**config.mk**
```make
export PLATFORM = sky130hd
export DESIGN_NAME = quicksort_buffer_sorter
export DESIGN_NICKNAME = d
export VERILOG_FILES = /design/src/hdl/qsbs_pkg.sv /design/src/hdl/qsbs_datapath.sv /design/src/hdl/qsbs_ctrl.sv /design/src/hdl/quicksort_buffer_sorter.sv
export VERILOG_INCLUDE_DIRS = /design/src /design/src/hdl
export SDC_FILE = /design/constraint.sdc
export NUM_CORES = 2
export LEC_CHECK = 0
export ABC_AREA = 1
export BUFFER_PORTS_ARGS = -buffer_cell sky130_fd_sc_hd__buf_2
export CORE_ASPECT_RATIO = 1.2
export CORE_MARGIN = 2
export CORE_UTILIZATION = 45
export CTS_CLUSTER_DIAMETER = 40
export DETAILED_ROUTE_END_ITERATION = 8
export PLACE_DENSITY = 0.64
export SYNTH_ARGS = -nofsm -noshare
export SYNTH_HDL_FRONTEND = slang
export SYNTH_SLANG_ARGS = --single-unit
```
**constraint.sdc**
```tcl
create_clock -name clk_i -period 7.6 [get_ports clk_i]
set_input_delay 1.52 -clock clk_i [delete_from_list [all_inputs] [get_ports clk_i]]
set_output_delay 1.52 -clock clk_i [all_outputs]
set_load 0.02 [all_outputs]
```
**src/hdl/quicksort_buffer_sorter_defines.svh**
```systemverilog
// assertion macros for the quicksort buffer sorter
`ifndef QUICKSORT_BUFFER_SORTER_DEFINES_SVH
`define QUICKSORT_BUFFER_SORTER_DEFINES_SVH

`ifndef SYNTH
`define QSBS_ASSERT(name, clk, rst_n, prop) \
  name: assert property (@(posedge clk) disable iff (!rst_n) prop) \
    else $error("qsbs assertion failed");
`define QSBS_NEVER(name, clk, rst_n, cond) \
  name: assert property (@(posedge clk) disable iff (!rst_n) !(cond)) \
    else $error("qsbs forbidden condition seen");
`else
`define QSBS_ASSERT(name, clk, rst_n, prop)
`define QSBS_NEVER(name, clk, rst_n, cond)
`endif

`endif

```
**src/hdl/qsbs_pkg.sv**
```systemverilog
// shared types, constants and datapath operation codes for the quicksort buffer sorter
package qsbs_pkg;

  localparam int unsigned MAX_ELEMENTS = 64;
  localparam int unsigned DATA_W       = 32;

  typedef struct packed {
    logic signed [DATA_W-1:0] value;
    logic                     last;
  } req_t;

  typedef struct packed {
    logic signed [DATA_W-1:0] sorted_value;
    logic                     last_res;
    logic                     overflow;
  } res_t;

  typedef enum logic [4:0] {
    OP_NONE,
    OP_LOAD,
    OP_INIT,
    OP_POP,
    OP_PIVOT,
    OP_RDK,
    OP_RDMARK,
    OP_SWAP0,
    OP_ADV_BOTH,
    OP_ADV_K,
    OP_SW1,
    OP_SW2,
    OP_FIN1,
    OP_FIN2,
    OP_PUSH1,
    OP_PUSH2,
    OP_EMIT_INIT,
    OP_EMIT
  } op_e;

  typedef struct packed {
    logic cnt_lt2;
    logic stack_empty;
    logic k_eq_hi;
    logic k_eq_mark;
    logic le;
    logic emit_last;
  } status_t;

endpackage

```
**src/hdl/qsbs_datapath.sv**
```systemverilog
// datapath: element memory, range stack, partition indices and result register
module qsbs_datapath #(
  parameter int unsigned MaxElements = qsbs_pkg::MAX_ELEMENTS
) (
  input  logic               clk_i,
  input  logic               rst_ni,
  input  qsbs_pkg::op_e      op_i,
  input  qsbs_pkg::req_t     req_i,
  output qsbs_pkg::status_t  status_o,
  output logic               res_valid_o,
  output qsbs_pkg::res_t     res_o
);

  localparam int unsigned IdxW       = $clog2(MaxElements);
  localparam int unsigned CntW       = $clog2(MaxElements + 1);
  localparam int unsigned StackDepth = IdxW + 2;
  localparam int unsigned SpW        = $clog2(StackDepth + 1);
  localparam int unsigned SpIdxW     = $clog2(StackDepth);
  localparam int unsigned DataW      = qsbs_pkg::DATA_W;

  typedef struct packed {
    logic [IdxW-1:0] lo;
    logic [IdxW-1:0] hi;
  } range_t;

  logic [DataW-1:0]        store_q [MaxElements];
  range_t                  stack_q [StackDepth];

  logic [CntW-1:0]         count_q, count_d;
  logic                    dropped_q, dropped_d;
  logic [SpW-1:0]          sp_q, sp_d;
  logic                    res_valid_q;
  qsbs_pkg::res_t          res_q;

  logic [IdxW-1:0]         lo_q, hi_q, k_q, mark_q;
  logic signed [DataW-1:0] pivot_q, hold_q, rdata_q;

  logic [SpW-1:0]          sp_m1;
  range_t                  top;
  logic [IdxW-1:0]         raddr;
  logic                    we;
  logic [IdxW-1:0]         waddr;
  logic [DataW-1:0]        wdata;
  logic                    room;
  range_t                  left_rng, right_rng, push_rng;
  logic                    left_ok, right_ok, left_ge, push_ok, push_en;
  logic                    emit_last;

  assign sp_m1 = sp_q - SpW'(1);
  assign top   = stack_q[sp_m1[SpIdxW-1:0]];
  assign room  = (count_q < CntW'(MaxElements));

  // subranges around the final pivot slot
  assign left_rng  = '{lo: lo_q, hi: mark_q - IdxW'(1)};
  assign right_rng = '{lo: mark_q + IdxW'(1), hi: hi_q};
  assign left_ok   = ({1'b0, mark_q} > ({1'b0, lo_q} + (IdxW+1)'(1)));
  assign right_ok  = (({1'b0, mark_q} + (IdxW+1)'(1)) < {1'b0, hi_q});
  assign left_ge   = ((mark_q - lo_q) >= (hi_q - mark_q));
  assign emit_last = ((CntW'(k_q) + CntW'(1)) == count_q);

  // larger subrange goes on the stack first
  always_comb begin
    push_rng = left_rng;
    push_ok  = 1'b0;
    case (op_i)
      qsbs_pkg::OP_INIT: begin
        push_rng = '{lo: '0, hi: IdxW'(count_q - CntW'(1))};
        push_ok  = 1'b1;
      end
      qsbs_pkg::OP_PUSH1: begin
        push_rng = left_ge ? left_rng : right_rng;
        push_ok  = left_ge ? left_ok : right_ok;
      end
      qsbs_pkg::OP_PUSH2: begin
        push_rng = left_ge ? right_rng : left_rng;
        push_ok  = left_ge ? right_ok : left_ok;
      end
      default: begin
        push_rng = left_rng;
        push_ok  = 1'b0;
      end
    endcase
  end

  assign push_en = push_ok && (sp_q < SpW'(StackDepth));

  always_comb begin
    raddr = k_q;
    we    = 1'b0;
    waddr = k_q;
    wdata = rdata_q;
    case (op_i)
      qsbs_pkg::OP_LOAD: begin
        we    = room;
        waddr = count_q[IdxW-1:0];
        wdata = req_i.value;
      end
      qsbs_pkg::OP_POP:    raddr = top.hi;
      qsbs_pkg::OP_RDMARK: raddr = mark_q;
      qsbs_pkg::OP_SWAP0:  raddr = mark_q;
      qsbs_pkg::OP_SW1: begin
        we    = 1'b1;
        waddr = k_q;
        wdata = rdata_q;
      end
      qsbs_pkg::OP_SW2: begin
        we    = 1'b1;
        waddr = mark_q;
        wdata = hold_q;
      end
      qsbs_pkg::OP_FIN1: begin
        we    = 1'b1;
        waddr = hi_q;
        wdata = rdata_q;
      end
      qsbs_pkg::OP_FIN2: begin
        we    = 1'b1;
        waddr = mark_q;
        wdata = pivot_q;
      end
      default: raddr = k_q;
    endcase
  end

  always_ff @(posedge clk_i) begin
    if (we) begin
      store_q[waddr] <= wdata;
    end
    rdata_q <= store_q[raddr];
  end

  always_ff @(posedge clk_i) begin
    if (push_en) begin
      stack_q[sp_q[SpIdxW-1:0]] <= push_rng;
    end
  end

  always_comb begin
    count_d   = count_q;
    dropped_d = dropped_q;
    sp_d      = sp_q;
    case (op_i)
      qsbs_pkg::OP_LOAD: begin
        if (room) begin
          count_d = count_q + CntW'(1);
        end else begin
          dropped_d = 1'b1;
        end
      end
      qsbs_pkg::OP_INIT: sp_d = SpW'(1);
      qsbs_pkg::OP_POP:  sp_d = sp_m1;
      qsbs_pkg::OP_PUSH1,
      qsbs_pkg::OP_PUSH2: begin
        if (push_en) begin
          sp_d = sp_q + SpW'(1);
        end
      end
      qsbs_pkg::OP_EMIT: begin
        if (emit_last) begin
          count_d   = '0;
          dropped_d = 1'b0;
        end
      end
      default: sp_d = sp_q;
    endcase
  end

  always_ff @(posedge clk_i or negedge rst_ni) begin
    if (!rst_ni) begin
      count_q     <= '0;
      dropped_q   <= 1'b0;
      sp_q        <= '0;
      res_valid_q <= 1'b0;
    end else begin
      count_q     <= count_d;
      dropped_q   <= dropped_d;
      sp_q        <= sp_d;
      res_valid_q <= (op_i == qsbs_pkg::OP_EMIT);
    end
  end

  always_ff @(posedge clk_i) begin
    case (op_i)
      qsbs_pkg::OP_POP: begin
        lo_q <= top.lo;
        hi_q <= top.hi;
      end
      qsbs_pkg::OP_PIVOT: begin
        pivot_q <= rdata_q;
        k_q     <= lo_q;
        mark_q  <= lo_q;
      end
      qsbs_pkg::OP_SWAP0: hold_q <= rdata_q;
      qsbs_pkg::OP_ADV_BOTH,
      qsbs_pkg::OP_SW2: begin
        k_q    <= k_q + IdxW'(1);
        mark_q <= mark_q + IdxW'(1);
      end
      qsbs_pkg::OP_ADV_K:    k_q <= k_q + IdxW'(1);
      qsbs_pkg::OP_EMIT_INIT: k_q <= '0;
      qsbs_pkg::OP_EMIT: begin
        k_q                <= k_q + IdxW'(1);
        res_q.sorted_value <= rdata_q;
        res_q.last_res     <= emit_last;
        res_q.overflow     <= dropped_q;
      end
      default: k_q <= k_q;
    endcase
  end

  assign status_o.cnt_lt2     = (count_q < CntW'(2));
  assign status_o.stack_empty = (sp_q == '0);
  assign status_o.k_eq_hi     = (k_q == hi_q);
  assign status_o.k_eq_mark   = (k_q == mark_q);
  assign status_o.le          = (rdata_q <= pivot_q);
  assign status_o.emit_last   = emit_last;

  assign res_valid_o = res_valid_q;
  assign res_o       = res_q;

endmodule

```
**src/hdl/qsbs_ctrl.sv**
```systemverilog
// controller: sequences loading, lomuto partitioning, range stack handling and output
module qsbs_ctrl (
  input  logic              clk_i,
  input  logic              rst_ni,
  input  logic              start_i,
  input  logic              last_i,
  input  qsbs_pkg::status_t status_i,
  output qsbs_pkg::op_e     op_o,
  output logic              busy_o
);

  typedef enum logic [3:0] {
    ST_IDLE,
    ST_BEGIN,
    ST_POP,
    ST_PIV,
    ST_RDK,
    ST_CMP,
    ST_SW1,
    ST_SW2,
    ST_FIN1,
    ST_FIN2,
    ST_PUSH1,
    ST_PUSH2,
    ST_EMIT_INIT,
    ST_ERD,
    ST_EOUT
  } state_e;

  state_e state_q, state_d;
  logic   busy_q;

  always_comb begin
    state_d = state_q;
    op_o    = qsbs_pkg::OP_NONE;
    case (state_q)
      ST_IDLE: begin
        if (start_i) begin
          op_o = qsbs_pkg::OP_LOAD;
          if (last_i) begin
            state_d = ST_BEGIN;
          end
        end
      end
      ST_BEGIN: begin
        if (status_i.cnt_lt2) begin
          state_d = ST_EMIT_INIT;
        end else begin
          op_o    = qsbs_pkg::OP_INIT;
          state_d = ST_POP;
        end
      end
      ST_POP: begin
        if (status_i.stack_empty) begin
          state_d = ST_EMIT_INIT;
        end else begin
          op_o    = qsbs_pkg::OP_POP;
          state_d = ST_PIV;
        end
      end
      ST_PIV: begin
        op_o    = qsbs_pkg::OP_PIVOT;
        state_d = ST_RDK;
      end
      ST_RDK: begin
        // scan done: fetch the element at the mark for the final exchange
        if (status_i.k_eq_hi) begin
          op_o    = qsbs_pkg::OP_RDMARK;
          state_d = ST_FIN1;
        end else begin
          op_o    = qsbs_pkg::OP_RDK;
          state_d = ST_CMP;
        end
      end
      ST_CMP: begin
        if (status_i.le && !status_i.k_eq_mark) begin
          op_o    = qsbs_pkg::OP_SWAP0;
          state_d = ST_SW1;
        end else if (status_i.le) begin
          op_o    = qsbs_pkg::OP_ADV_BOTH;
          state_d = ST_RDK;
        end else begin
          op_o    = qsbs_pkg::OP_ADV_K;
          state_d = ST_RDK;
        end
      end
      ST_SW1: begin
        op_o    = qsbs_pkg::OP_SW1;
        state_d = ST_SW2;
      end
      ST_SW2: begin
        op_o    = qsbs_pkg::OP_SW2;
        state_d = ST_RDK;
      end
      ST_FIN1: begin
        op_o    = qsbs_pkg::OP_FIN1;
        state_d = ST_FIN2;
      end
      ST_FIN2: begin
        op_o    = qsbs_pkg::OP_FIN2;
        state_d = ST_PUSH1;
      end
      ST_PUSH1: begin
        op_o    = qsbs_pkg::OP_PUSH1;
        state_d = ST_PUSH2;
      end
      ST_PUSH2: begin
        op_o    = qsbs_pkg::OP_PUSH2;
        state_d = ST_POP;
      end
      ST_EMIT_INIT: begin
        op_o    = qsbs_pkg::OP_EMIT_INIT;
        state_d = ST_ERD;
      end
      ST_ERD: begin
        op_o    = qsbs_pkg::OP_RDK;
        state_d = ST_EOUT;
      end
      ST_EOUT: begin
        op_o    = qsbs_pkg::OP_EMIT;
        state_d = status_i.emit_last ? ST_IDLE : ST_ERD;
      end
      default: begin
        state_d = ST_IDLE;
      end
    endcase
  end

  always_ff @(posedge clk_i or negedge rst_ni) begin
    if (!rst_ni) begin
      state_q <= ST_IDLE;
      busy_q  <= 1'b0;
    end else begin
      state_q <= state_d;
      busy_q  <= (state_d != ST_IDLE);
    end
  end

  assign busy_o = busy_q;

endmodule

```
**src/hdl/quicksort_buffer_sorter.sv**
```systemverilog
// top level of the quicksort buffer sorter: controller plus datapath
// Loads one signed 32-bit value per request (start_i high while busy_o is low) into a buffer of
// MaxElements entries (2 to 64); values past capacity are dropped and every result of that set
// carries overflow. The request marked last raises busy_o and starts an in-place quicksort
// (Lomuto partition, last element as pivot, range stack in registers). All work goes through the
// single read / single write port of the element memory: each partition step reads and compares
// one element, and a step that swaps adds an exchange through the mark; each range adds a pop,
// a pivot read, the final exchange and the pushes of its subranges. The N results then follow as
// one-cycle strobes on res_valid_o, the final one flagged by last_res; the receiver cannot stall
// them. busy_o drops in the cycle the final result is shown, and the next request may be taken
// from then on.
`include "quicksort_buffer_sorter_defines.svh"

module quicksort_buffer_sorter #(
  parameter int unsigned MaxElements = qsbs_pkg::MAX_ELEMENTS
) (
  input  logic           clk_i,
  input  logic           rst_ni,
  input  logic           start_i,
  output logic           busy_o,
  input  qsbs_pkg::req_t req_i,
  output logic           res_valid_o,
  output qsbs_pkg::res_t res_o
);

  qsbs_pkg::op_e     op;
  qsbs_pkg::status_t status;

  qsbs_ctrl u_ctrl (
    .clk_i    (clk_i),
    .rst_ni   (rst_ni),
    .start_i  (start_i),
    .last_i   (req_i.last),
    .status_i (status),
    .op_o     (op),
    .busy_o   (busy_o)
  );

  qsbs_datapath #(
    .MaxElements (MaxElements)
  ) u_datapath (
    .clk_i       (clk_i),
    .rst_ni      (rst_ni),
    .op_i        (op),
    .req_i       (req_i),
    .status_o    (status),
    .res_valid_o (res_valid_o),
    .res_o       (res_o)
  );

  // results only come out of a sort that was running
  `QSBS_ASSERT(a_res_after_busy, clk_i, rst_ni, res_valid_o |-> $past(busy_o))
  // the block goes idle exactly with the final result of the set
  `QSBS_ASSERT(a_idle_on_last, clk_i, rst_ni, $fell(busy_o) |-> (res_valid_o && res_o.last_res))
  // more results pending keeps the block busy
  `QSBS_NEVER(a_gap_after_mid, clk_i, rst_ni, $past(res_valid_o && !res_o.last_res) && !busy_o)

endmodule

```
==> out/metrics.yaml <==
coreArea_um2: 233000
num_rows: 194
hold_path_class: "flip-flop to flip-flop"
drt-vias-per-instance: 5.732
ys_types: 52
fin_skew_ns: 0.05304
wirelength_met1_um: 115200
insertion_delay_ns: 0.85
r2r-end: "u_datapath.rdata_q[11]"
setup_viol: 0
clk_pin_slew_worst_paths_ns: 0.06
hpwl_um: 162400
rsz0062_at_grt: "no"
grt_max_degree: 193
antenna_found_initial: 7
final_nets: 10090
mostFrequentLayoutCells: "edfxtp_1 (2266), inv_1 (2131), nand3_1 (1967)"
fin_setup_tns_ns: 0
areaGrowthSynthToFinish_pct: 12.23
worstSetupStartpointType: "flip-flop"
relSlewSlack: -0.01899
synth_top_area_cell: "edfxtp_1"
critPathMaxFanout: 137
netlist_instances: 10120
path_cells: "inv_1 > ha_1 > nand3_1 > nand3_2 > clkinv_1 > nand2_1 > nand2_1 > nor2_8 > inv_16 > buf_12 > nand3_1 > nand3_1 > nand3_1 > nand3_1 > nand3_1 > nand2_1"
worst-path-buf-inv: 4
syn-mean-instance-area_um2: 10.44
timing.rr.start: "u_datapath.sp_q[1]"
drive_above_1_share: 0.07901
synth_area_leaders: "edfxtp_1 (64%), nand3_1 (9.3%), inv_1 (7.6%)"
clock_path_buffers: 4
failed_checks: "max-capacitance violations, max-slew violations"
power.density_nw_per_um2: 227.2
wire_per_inst_um: 22.51
grt_usage: 0.2433
slowest_delay_ns: 0.72
final_area_um2: 118500
ys_seq_area_frac: 0.6547
synth_edf_count: 2266
dieWidth_um: 446.2
worst_ep_required_time_ns: 8.28
fmax_mhz: 178.3
grt_overflow: 0
hp-start: "u_datapath.dropped_q"
hold_viol: 0
crit_top_cell: "nand3_1"
dpl-instance-area_um2: 109500
ys.flop_type: "edfxtp_1"
top_layer: "met5"
post-route-period-util: 0.7378
rr_worst_depth: 16
cts_tree: "built"
utilization: 0.5086
die_area_um2: 238600
die_h_um: 534.7
grt_first_pass_wirelength_um: 447800
wl_met3_um: 26990
rrSetupSlack_ns: 1.99
timing.max_cap.violations: 1
async_reset_ff_frac: 0.007772
cp_slowest_cell: "clkinv_1"
wl_met2_um: 144000
route.detailed.drc: 0
cpLargestDelayFamily: "simple AND/OR/NAND/NOR gates"
port_buffers: 71
outcome: "finished, violations left"
post_cts_buffers: 0
h-tree-depth: 5
synth.top_cell.area_share: 0.6444
final_common_cell: "edfxtp_1"
tightest_slew_ns: 1.513
clk_root_buffer_cell: "clkbuf_16"
drtIter0Drc: 9129
clkSinkCount: 2316
yosys_warnings: 0
ys_seq_elements: 2316
ant_nets: 0
numCtsBuffers: 277
routed_wl_um: 297800
drv_slew: 5
grt_pass1_vias: 72950
place_congestion: 0.8974
firstDrtPassIters: 6
cp_data_arrival_time_ns: 6.29
netlist_area_um2: 105600
p_leak_nw: 49.39
peakVddDrop_uv: 167.6
num_io_pins: 72
synthesis.nets: 10220
num_vias: 75830
hold_end: "u_datapath.res_o[0]"
min_path_cells: 0
start_util: 0.4532
criticalPathCategory: "flip-flop to flip-flop"
nFillCells: 20120
hold_buffers: 0
min_period_ns: 5.607
post_cts_resized: 0
crit_path_end_kind: "flip-flop"
-- cells in the mapped netlist, types with 43 or more instances --
cell / count
buf_2: 368
ha_1: 68
edfxtp_1: 2266
nand2_1: 1336
o21ai_0: 145
nand3_1: 1972
clkbuf_1: 280
a21oi_1: 47
nand4_1: 972
nor2_1: 201
inv_1: 2133
o211ai_1: 43
-- area by class of cell --
class / count / area (µm²) / area share
Inverter: 2140 / 8063 / 0.06803
Multi-Input combinational cell: 4963 / 26050 / 0.2198
Timing Repair Buffer: 281 / 2445 / 0.02063
Antenna cell: 1 / 2.502 / 0.00002111
Clock buffer: 325 / 7355 / 0.06206
Clock inverter: 164 / 1668 / 0.01407
Sequential cell: 2316 / 69140 / 0.5833
Tap cell: 3038 / 3801 / 0.03207
-- through the flow --
stage	hold WS [ns]	worst slack, ns	cells	power [mW]
after floorplan	0.4186	2.658	10120	14.07
after global placement	0.4487	1.336	12740	14.08
after detailed placement	0.4663	1.415	12740	14.08
after CTS	0.4789	2.194	13230	27.09
after global routing	0.4767	1.840	13230	27.57
final	0.4703	1.993	13230	26.93
-- kinds of logic (layout without fill, tap and decap cells) --
group / Yosys count / count (layout) / synth area share
flops: 2316 / 2316 / 0.6547
xor+xnor: 36 / 36 / 0.002986
simple gates: 4521 / 4521 / 0.2085
compound gates: 336 / 336 / 0.01927
fa+ha+maj: 70 / 70 / 0.008436
other cells: 0 / 1 / 0
buf+inv: 2836 / 2910 / 0.1061
-- worst reg2reg max path, stage by stage (launching register included) --
cell      delay (ns)
dfrtp_1         0.44
inv_1           0.16
ha_1            0.22
nand3_1         0.26
nand3_2         0.36
clkinv_1        0.73
nand2_1         0.26
nand2_1         0.15
nor2_8          0.59
inv_16          0.32
buf_12          0.72
nand3_1         0.22
nand3_1         0.10
nand3_1         0.16
nand3_1         0.19
nand3_1         0.37
nand2_1         0.22
-- sequential cells by signal, summed over array words and instances (netlist names) --
| signal | flops |
|---|---|
| u_datapath.res_o | 34 |
| u_ctrl.busy_o | 1 |
| u_datapath.k_q | 6 |
| u_datapath.stack_q | 96 |
| u_ctrl.state_q | 4 |
| u_datapath.rdata_q | 32 |
| u_datapath.lo_q | 6 |
| u_datapath.dropped_q | 1 |
| u_datapath.count_q | 7 |
| u_datapath.pivot_q | 32 |
| u_datapath.sp_q | 4 |
| u_datapath.hi_q | 6 |
| u_datapath.mark_q | 6 |
| u_datapath.res_valid_o | 1 |
| u_datapath.hold_q | 32 |
| u_datapath.store_q | 2048 |
-- worst max path at each step --
| stage | slack [ns] | depth (start not counted) | endpoint | startpoint |
|---|---|---|---|---|
| floorplan | 2.66 | 9 | u_datapath.store_q[10][0] | start_i |
| global placement | 1.34 | 13 | u_datapath.store_q[21][12] | start_i |
| detailed placement | 1.41 | 13 | u_datapath.store_q[21][14] | start_i |
| CTS | 2.19 | 16 | u_datapath.rdata_q[11] | u_datapath.sp_q[1] |
| global route | 1.84 | 16 | u_datapath.rdata_q[11] | u_datapath.sp_q[1] |
| finish | 1.99 | 16 | u_datapath.rdata_q[11] | u_datapath.sp_q[1] |
-- power by group --
part / internal (mW) / leakage (nW) / switching [mW]
registers: 13.8 / 13.6 / 0
clock network: 7.79 / 4.38 / 5.33
logic: 0.00640 / 31.4 / 0.00660
-- metal layers --
metal  GRT usage  vias to the layer above
li1            -                    34410
met1      0.3168                    36760
met2      0.4045                     3900
met3     0.03858                      757
met4      0.1029                        4
met5           0                        -
(Power assumes the default switching activity.)
